### src/rtl/sstg_pkg.sv
`timescale 1ns / 1ps
// ----------------------------------------------------------------------------
// Swept square tone generator package
// Shared widths, register index codes and helper functions for the tone
// generator and its checker.
// ----------------------------------------------------------------------------
package sstg_pkg;

   // Width of the phase accumulator.
   localparam int PHASE_BITS = 32;
   // Width of the blip sample counter.
   localparam int LENGTH_BITS = 16;

   // Field and register widths.
   localparam int CSR_DATA_BITS   = 32;
   localparam int CSR_INDEX_BITS  = 3;
   localparam int INC_BITS        = 31;
   localparam int SWEEP_BITS      = 32;
   localparam int DECAY_BITS      = 16;
   localparam int VOLUME_BITS     = 15;
   localparam int BLIP_LEN_BITS   = 16;
   localparam int ENV_BITS        = 17;
   localparam int SAMPLE_BITS     = 16;

   // Envelope value for 1.0 in Q16.
   localparam logic [ENV_BITS-1:0] ENV_ONE = 17'h10000;
   // Largest sample magnitude.
   localparam logic [SAMPLE_BITS-1:0] MAG_MAX = 16'h7FFF;
   // Largest count the sample counter can hold.
   localparam logic [31:0] LENGTH_MAX = (32'd1 << LENGTH_BITS) - 32'd1;

   // Reset values of the configuration registers.
   localparam logic [DECAY_BITS-1:0]  DECAY_RESET  = 16'hFFFF;
   localparam logic [VOLUME_BITS-1:0] VOLUME_RESET = 15'h7FFF;

   // Configuration register indexes.
   typedef enum logic [CSR_INDEX_BITS-1:0] {
      CSR_START_INCREMENT = 3'd0,
      CSR_SWEEP_STEP      = 3'd1,
      CSR_DECAY_FACTOR    = 3'd2,
      CSR_VOLUME          = 3'd3,
      CSR_BLIP_LENGTH     = 3'd4
   } csr_index_type;

   // Clamp a programmed blip length to the range of the sample counter.
   function automatic logic [LENGTH_BITS-1:0] sat_length(
      input logic [BLIP_LEN_BITS-1:0] len
   );
      logic [31:0] wide;
      wide = 32'(len);
      if (wide > LENGTH_MAX) begin
         return '1;
      end
      return wide[LENGTH_BITS-1:0];
   endfunction

   // Add the signed sweep step to the phase step, saturating to 0..2^31-1.
   function automatic logic [INC_BITS-1:0] sweep_inc(
      input logic [INC_BITS-1:0]   inc,
      input logic [SWEEP_BITS-1:0] step
   );
      logic [SWEEP_BITS:0] sum;
      sum = {2'b00, inc} + {step[SWEEP_BITS-1], step};
      if (sum[SWEEP_BITS]) begin
         return '0;
      end else if (sum[INC_BITS]) begin
         return '1;
      end
      return sum[INC_BITS-1:0];
   endfunction

endpackage

### src/rtl/swept_square_tone_generator.sv
`timescale 1ns / 1ps
// ----------------------------------------------------------------------------
// Swept square tone generator
// Produces one audio sample per request: a square wave whose phase step
// sweeps linearly, shaped by a geometric decay envelope and a volume gain.
// ----------------------------------------------------------------------------
//
//  Channel   Direction  Handshake            Payload
//  req       in         req_valid/req_stall  req_trigger
//  rsp       out        rsp_valid/rsp_stall  rsp_sample, rsp_active, rsp_last
//  csr       in         csr_write_enable     csr_index, csr_data
//
// The tone state updates and the result is registered at the edge that
// accepts a request, and a new request may follow in the very next cycle
// unless the request side stalls. The path is set by the two small envelope
// multipliers. Reset clears the tone state and the result valid flag and sets
// the registers to their default values. The request side stalls only while a
// result is held in the output register and the result side stalls.
//
module swept_square_tone_generator (
   input  logic                                   clock,
   input  logic                                   reset,
   // Request channel.
   input  logic                                   req_valid,
   output logic                                   req_stall,
   input  logic                                   req_trigger,
   // Result channel.
   output logic                                   rsp_valid,
   input  logic                                   rsp_stall,
   output logic signed [sstg_pkg::SAMPLE_BITS-1:0] rsp_sample,
   output logic                                   rsp_active,
   output logic                                   rsp_last,
   // Configuration port.
   input  logic                                   csr_write_enable,
   input  logic [sstg_pkg::CSR_INDEX_BITS-1:0]    csr_index,
   input  logic [sstg_pkg::CSR_DATA_BITS-1:0]     csr_data
);

   // Configuration registers.
   logic [sstg_pkg::INC_BITS-1:0]      start_inc_ff;
   logic [sstg_pkg::SWEEP_BITS-1:0]    sweep_step_ff;
   logic [sstg_pkg::DECAY_BITS-1:0]    decay_ff;
   logic [sstg_pkg::VOLUME_BITS-1:0]   volume_ff;
   logic [sstg_pkg::BLIP_LEN_BITS-1:0] blip_len_ff;

   // Tone state.
   logic [sstg_pkg::PHASE_BITS-1:0]  phase_ff,   phase_in;
   logic [sstg_pkg::INC_BITS-1:0]    inc_ff,     inc_in;
   logic [sstg_pkg::ENV_BITS-1:0]    env_ff,     env_in;
   logic [sstg_pkg::LENGTH_BITS-1:0] left_ff,    left_in;

   // Result register.
   logic                              rsp_valid_ff, rsp_valid_in;
   logic [sstg_pkg::SAMPLE_BITS-1:0]  sample_ff,    sample_in;
   logic                              active_ff,    active_in;
   logic                              last_ff,      last_in;

   // Working values for the current request.
   logic                              req_take;
   logic [sstg_pkg::PHASE_BITS-1:0]   cur_phase;
   logic [sstg_pkg::INC_BITS-1:0]     cur_inc;
   logic [sstg_pkg::ENV_BITS-1:0]     cur_env;
   logic [sstg_pkg::LENGTH_BITS-1:0]  cur_left;
   logic [sstg_pkg::PHASE_BITS-1:0]   phase_sum;
   logic [31:0]                       level_prod;
   logic [32:0]                       decay_prod;
   logic [sstg_pkg::SAMPLE_BITS-1:0]  mag;

   // A request is taken unless a held result is still stalled.
   assign req_stall = rsp_valid_ff & rsp_stall;
   assign req_take  = req_valid & ~req_stall;

   // Configuration writes; unknown indexes are ignored.
   always_ff @(posedge clock) begin
      if (reset) begin
         start_inc_ff  <= '0;
         sweep_step_ff <= '0;
         decay_ff      <= sstg_pkg::DECAY_RESET;
         volume_ff     <= sstg_pkg::VOLUME_RESET;
         blip_len_ff   <= '0;
      end else if (csr_write_enable) begin
         unique case (sstg_pkg::csr_index_type'(csr_index))
            sstg_pkg::CSR_START_INCREMENT: start_inc_ff  <= csr_data[sstg_pkg::INC_BITS-1:0];
            sstg_pkg::CSR_SWEEP_STEP:      sweep_step_ff <= csr_data[sstg_pkg::SWEEP_BITS-1:0];
            sstg_pkg::CSR_DECAY_FACTOR:    decay_ff      <= csr_data[sstg_pkg::DECAY_BITS-1:0];
            sstg_pkg::CSR_VOLUME:          volume_ff     <= csr_data[sstg_pkg::VOLUME_BITS-1:0];
            sstg_pkg::CSR_BLIP_LENGTH:     blip_len_ff   <= csr_data[sstg_pkg::BLIP_LEN_BITS-1:0];
            default: begin
            end
         endcase
      end
   end

   // A trigger reloads the state before the sample of the same tick is formed.
   always_comb begin
      if (req_trigger) begin
         cur_phase = '0;
         cur_inc   = start_inc_ff;
         cur_env   = sstg_pkg::ENV_ONE;
         cur_left  = sstg_pkg::sat_length(blip_len_ff);
      end else begin
         cur_phase = phase_ff;
         cur_inc   = inc_ff;
         cur_env   = env_ff;
         cur_left  = left_ff;
      end
   end

   // Sample arithmetic: phase advance, envelope times volume, envelope decay.
   always_comb begin
      phase_sum  = cur_phase + sstg_pkg::PHASE_BITS'(cur_inc);
      level_prod = 32'(cur_env) * 32'(volume_ff);
      decay_prod = 33'(cur_env) * 33'(decay_ff);
      if (level_prod[31:16] > sstg_pkg::MAG_MAX) begin
         mag = sstg_pkg::MAG_MAX;
      end else begin
         mag = level_prod[31:16];
      end
   end

   // Next state and next result for an accepted request.
   always_comb begin
      phase_in     = phase_ff;
      inc_in       = inc_ff;
      env_in       = env_ff;
      left_in      = left_ff;
      rsp_valid_in = rsp_valid_ff & rsp_stall;
      sample_in    = sample_ff;
      active_in    = active_ff;
      last_in      = last_ff;
      if (req_take) begin
         rsp_valid_in = 1'b1;
         phase_in     = cur_phase;
         inc_in       = cur_inc;
         env_in       = cur_env;
         left_in      = cur_left;
         sample_in    = '0;
         active_in    = 1'b0;
         last_in      = 1'b0;
         if (cur_left != '0) begin
            phase_in  = phase_sum;
            inc_in    = sstg_pkg::sweep_inc(cur_inc, sweep_step_ff);
            env_in    = decay_prod[32:16];
            left_in   = cur_left - sstg_pkg::LENGTH_BITS'(1);
            active_in = 1'b1;
            last_in   = (cur_left == sstg_pkg::LENGTH_BITS'(1));
            if (phase_sum[sstg_pkg::PHASE_BITS-1]) begin
               sample_in = '0 - mag;
            end else begin
               sample_in = mag;
            end
         end
      end
   end

   // State and result registers.
   always_ff @(posedge clock) begin
      if (reset) begin
         phase_ff     <= '0;
         inc_ff       <= '0;
         env_ff       <= '0;
         left_ff      <= '0;
         rsp_valid_ff <= 1'b0;
      end else begin
         phase_ff     <= phase_in;
         inc_ff       <= inc_in;
         env_ff       <= env_in;
         left_ff      <= left_in;
         rsp_valid_ff <= rsp_valid_in;
      end
   end

   // Result payload needs no reset.
   always_ff @(posedge clock) begin
      sample_ff <= sample_in;
      active_ff <= active_in;
      last_ff   <= last_in;
   end

   assign rsp_valid  = rsp_valid_ff;
   assign rsp_sample = $signed(sample_ff);
   assign rsp_active = active_ff;
   assign rsp_last   = last_ff;

endmodule

### config.mk
export PLATFORM = sky130hd
export DESIGN_NAME = swept_square_tone_generator
export DESIGN_NICKNAME = d
export VERILOG_FILES = /design/src/rtl/sstg_pkg.sv /design/src/rtl/swept_square_tone_generator.sv
export SDC_FILE = /design/constraint.sdc
export NUM_CORES = 2
export LEC_CHECK = 0
export ABC_AREA = 1
export BUFFER_PORTS_ARGS = -buffer_cell sky130_fd_sc_hd__buf_2
export CAP_MARGIN = 5
export CORE_MARGIN = 4
export CORE_UTILIZATION = 51
export DETAILED_ROUTE_END_ITERATION = 6
export GPL_ROUTABILITY_DRIVEN = 0
export PLACE_DENSITY = 0.72
export SYNTH_ARGS = -nofsm -noshare
export SYNTH_HDL_FRONTEND = slang
export SYNTH_SLANG_ARGS = --single-unit
### constraint.sdc
create_clock -name clock -period 11.64 [get_ports clock]
set_clock_uncertainty 0.05 [all_clocks]
set_input_delay 3.492 -clock clock [delete_from_list [all_inputs] [get_ports clock]]
set_output_delay 3.492 -clock clock [all_outputs]
set_load 0.01 [all_outputs]
==> results.md <==
- The deepest clock path buffer count is 3.
- The hold buffer count at cts is 0.
- The first routing iteration left 2568 violations.
- The critical path is of the primary input to register type.
- The count of cells resized by post-cts repair is 0.
- The critical register-to-register path startpoint is volume_ff[0]$_SDFFE_PP1P_.
- The synthesized design devotes to its leading area cell type about a quarter of total area.
- The wire length of the first global-routing pass is approximately 150 mm.
- Setup violations remaining at the end of the flow were counted as 0.
- The max-slew violation count was 0.
- At the placement stage, the worst setup path has a slack of roughly 0.75 ns.
- The largest area contributor in the synthesized netlist is sky130_fd_sc_hd__fa_1.
- Counting every net in the synthesized netlist gives about 5000.
- In this run, synthesis inferred 18 flip-flops with an integrated enable.
- The path with the worst hold slack has its endpoint at inc_ff[1]$_SDFFE_PP0P_.
- The floorplan has 89 rows.
- By instance count, the cell type seen most on the critical path is sky130_fd_sc_hd__nand2_1.
- The post-synthesis to final-layout area growth is 6.00%.
- Of all nets on the critical path, the largest fanout is 17.
- The top cell types in the final layout, fill and taps aside, are sky130_fd_sc_hd__nand2_1 (862), sky130_fd_sc_hd__inv_1 (734), sky130_fd_sc_hd__nor2_1 (600).
- Measured along the y axis, the die boundary spans ~250 um.
- The DRC violations left is 4.
- The checks that failed: DRC.
- At the worst endpoint, the arrival time is roughly 11 ns.
- The global routing usage on met3 is under 10%.
- The number of H-tree levels is 1.
- The worst setup slack for register-to-register paths is between 4 and 5 ns.
- The die footprint is about 65000 um^2.
- The sort of element at the end of the critical path is a register.
- The standby leakage power is around 0.017 uW.
- Once the clock tree was built, the setup fixing pass inserted 0 buffers.
- The number of hold-slack violations in the final timing report was 0.
- The floorplan core area is 59500 um^2.
- TritonCTS built the clock tree.
- The number of iterations in the first detailed-routing pass is 7.
- The die is approximately 250 um wide.
- The stage delay of the slowest cell on the critical path is 0.56 ns.
- Dividing the final minimum period by the clock period gives 89.5%.
- The netlist uses 54 different library cells.
- The clock transition at the registers of the reported paths is roughly 0.070 ns.
- The clock buffer count from CTS is 26.
- Counting every sink on the clock net gives 225.
- The top-level I/O count is approximately 60.
- Global routing used 40.3% of the available met1 tracks.
- The root buffer cell is sky130_fd_sc_hd__clkbuf_16.
- The routed length per instance is 18.3 um.
- Max-cap violations in this run came to 0.
- For the worst-skew pair, the clock arrives at the later sink with an insertion delay of ~0.57 ns.
- Leaving out fill and tap cells, the most frequent cell in the layout is sky130_fd_sc_hd__nand2_1.
- The number of antenna cells inserted is 0.
- STA classifies the critical path startpoint as a primary input.
- The number of global-route vias before repair came to roughly 28000.
- In the global route stage, overall resource usage came out at between 20% and 30%.
- The worst min-delay path class is register to register.
- met2 is the most crowded layer.
- The transition time at the pin with the least slew margin is approximately 1.2 ns.
- The count of buffers inserted at the top-level ports is 60.
- The HPWL after detailed placement is ~71 mm.
- The met2 usage is roughly 45%.
- The fraction of the yosys area taken by sequential cells is ~15%.
- Setup repair after global routing left no endpoint under its margin.
- The worst-case reg-to-reg path depth is 38.
- The total wire length after detailed routing is 92.3 mm.
- The initial antenna violation count is 2.
- Once the floorplan was initialized, standard cells occupied around 52% of the core.
- The flow ran to the end, but the final reports show violations.
- The headroom to the max-slew limit is 20.0%.
- Across the VDD grid, the largest voltage drop is between 0.0007 and 0.0008 V.
- The data required time at the worst endpoint is 11.90 ns.
- Timing would allow up to roughly 96 MHz.
- The fraction of synthesis flops using an asynchronous set or reset pin is 0%.
- Dividing the detail-routed via count by the number of cells gives between 5 and 6.
- The cell count after synthesis came out at 4296.
- The global-route congestion overflow total is 0.
- A synthesized cell averages just over 7 um^2.
- The smallest clock period supported by the final layout is computed as 10.42 ns.
- The slowest cell on the critical path is sky130_fd_sc_hd__fa_1.
- In the post-route analysis, the smallest setup slack over all paths is 1.22 ns.
- By area the synthesized netlist is led by sky130_fd_sc_hd__fa_1 (26%), sky130_fd_sc_hd__dfxtp_1 (13%), sky130_fd_sc_hd__ha_1 (11%), sky130_fd_sc_hd__nand2_1 (10%), sky130_fd_sc_hd__inv_1 (9.0%).
- The number of nets with antenna violations after routing is 0.
- Synthesis inferred about 230 register bits.
- The cell area after synthesis is 30900 um^2.
- The start point of the worst min-delay path is inc_ff[1]$_SDFFE_PP0P_.
- The worst hold path passes through 2 cells.
- Among all flip-flop cells after synthesis, the most frequent one is sky130_fd_sc_hd__dfxtp_1.
- The worst register-to-register path ends at rsp_sample[14]$_SDFFCE_PP0P_.
- Of the cells placed in the final design, the portion with a size suffix greater than 1 is under 10%.
- Entering global routing, the biggest net connects roughly 110 pins.
- The net count reported at finish is 4945.
- The total power divided by cell area is between 300 and 400 nW/um^2.
- The final setup TNS is 0 ns.
- The total of warnings raised by yosys is 0.
- The routed layout has between 20000 and 30000 vias.
-- area by class of cell --
cell class | count | area (um^2)
clock buffers | 33 | 748
clock inverters | 15 | 200
fillers | 5797 | 26800
inverters | 750 | 2820
multi-input cells | 3134 | 22600
flip-flops and latches | 225 | 4680
well taps | 773 | 967
repair buffers | 106 | 651
-- worst max-delay path by stage --
| stage | start | end | slack [ns] | depth (start not counted) |
|---|---|---|---|---|
| 2_1_floorplan | req_trigger | rsp_sample[14]$_SDFFCE_PP0P_ | 1.13 | 38 |
| 4_1_cts | req_trigger | rsp_sample[14]$_SDFFCE_PP0P_ | 1.30 | 35 |
| 3_3_place_gp | req_trigger | rsp_sample[14]$_SDFFCE_PP0P_ | 0.84 | 35 |
| 3_5_place_dp | req_trigger | rsp_sample[14]$_SDFFCE_PP0P_ | 0.75 | 35 |
| 6_report | req_trigger | rsp_sample[14]$_SDFFCE_PP0P_ | 1.22 | 33 |
| 5_1_grt | req_trigger | rsp_sample[14]$_SDFFCE_PP0P_ | 0.70 | 35 |
-- critical path: cells and delay by family --
family / cells / cell delay (ns)
adders and majority gates: 8 / 3.53
buffers and inverters: 7 / 0.98
and+or+nand+nor: 16 / 2.26
AOI/OAI and AO/OA: 2 / 0.40
-- through the flow --
stage	total power [uW]	cells	hold WS, ns	cell area, um^2	utilization [%]
floorplan	7020	4296	0.391	30900	-
global placement	9120	4988	0.399	31800	53.4
detailed placement	9200	4988	0.403	31800	53.4
CTS	10200	5036	0.413	32700	55.0
global route	11500	5036	0.427	32700	55.0
finish	10300	5036	0.413	32700	55.0
-- routing by layer --
metal,up-vias,share of wire [%]
met5,-,0.014
met4,4,3.7
met3,196,9.8
met2,1338,44
met1,13400,42
li1,13200,-
-- synth_stat cells, types with 4 or more instances --
| master | instances |
|---|---|
| sky130_fd_sc_hd__o21bai_1 | 10 |
| sky130_fd_sc_hd__a21o_1 | 17 |
| sky130_fd_sc_hd__a21boi_0 | 4 |
| sky130_fd_sc_hd__o221ai_1 | 5 |
| sky130_fd_sc_hd__nor4_1 | 7 |
| sky130_fd_sc_hd__inv_1 | 736 |
| sky130_fd_sc_hd__nor2_2 | 5 |
| sky130_fd_sc_hd__nand3b_1 | 9 |
| sky130_fd_sc_hd__inv_2 | 5 |
| sky130_fd_sc_hd__o21ai_0 | 247 |
| sky130_fd_sc_hd__a21oi_1 | 262 |
| sky130_fd_sc_hd__nand3_1 | 167 |
| sky130_fd_sc_hd__xor2_1 | 45 |
| sky130_fd_sc_hd__or2_2 | 21 |
| sky130_fd_sc_hd__nand2_1 | 863 |
| sky130_fd_sc_hd__a211oi_1 | 5 |
| sky130_fd_sc_hd__o21a_1 | 6 |
| sky130_fd_sc_hd__ha_1 | 260 |
| sky130_fd_sc_hd__a221oi_1 | 7 |
| sky130_fd_sc_hd__a31oi_1 | 9 |
| sky130_fd_sc_hd__xnor2_1 | 28 |
| sky130_fd_sc_hd__edfxtp_1 | 18 |
| sky130_fd_sc_hd__o21ai_1 | 8 |
| sky130_fd_sc_hd__o211ai_1 | 45 |
| sky130_fd_sc_hd__nor2_1 | 604 |
| sky130_fd_sc_hd__nor3_1 | 34 |
| sky130_fd_sc_hd__mux2i_1 | 8 |
| sky130_fd_sc_hd__buf_2 | 12 |
| sky130_fd_sc_hd__clkinv_1 | 9 |
| sky130_fd_sc_hd__nand2_2 | 8 |
| sky130_fd_sc_hd__clkbuf_1 | 152 |
| sky130_fd_sc_hd__fa_1 | 401 |
| sky130_fd_sc_hd__nand4_1 | 23 |
| sky130_fd_sc_hd__dfxtp_1 | 207 |
| sky130_fd_sc_hd__buf_1 | 18 |
-- cell families after synthesis --
logic type                 synth area share [%]
muxes                                     0.260
DFF                                        15.2
AOI/OAI and AO/OA                          11.5
buffers and inverters                      11.5
adders and majority gates                  36.6
xor gates and xnor gates                   2.07
and+or+nand+nor                            22.9
-- where the power goes --
group | switching, uW | internal, uW | total, uW
Clock | 370 | 546 | 916
Sequential | 55.1 | 952 | 1010
Combinational | 5410 | 2940 | 8350
Total | 5840 | 4430 | 10300
-- flip-flops by register name (all words and copies together), names as in the netlist, 15 cells and up --
name	cells
rsp_sample	16
phase_ff	32
sweep_step_ff	32
env_ff	17
start_inc_ff	31
decay_ff	16
left_ff	16
volume_ff	15
blip_len_ff	16
inc_ff	31
Note: power is estimated with default switching activity, not from simulation.
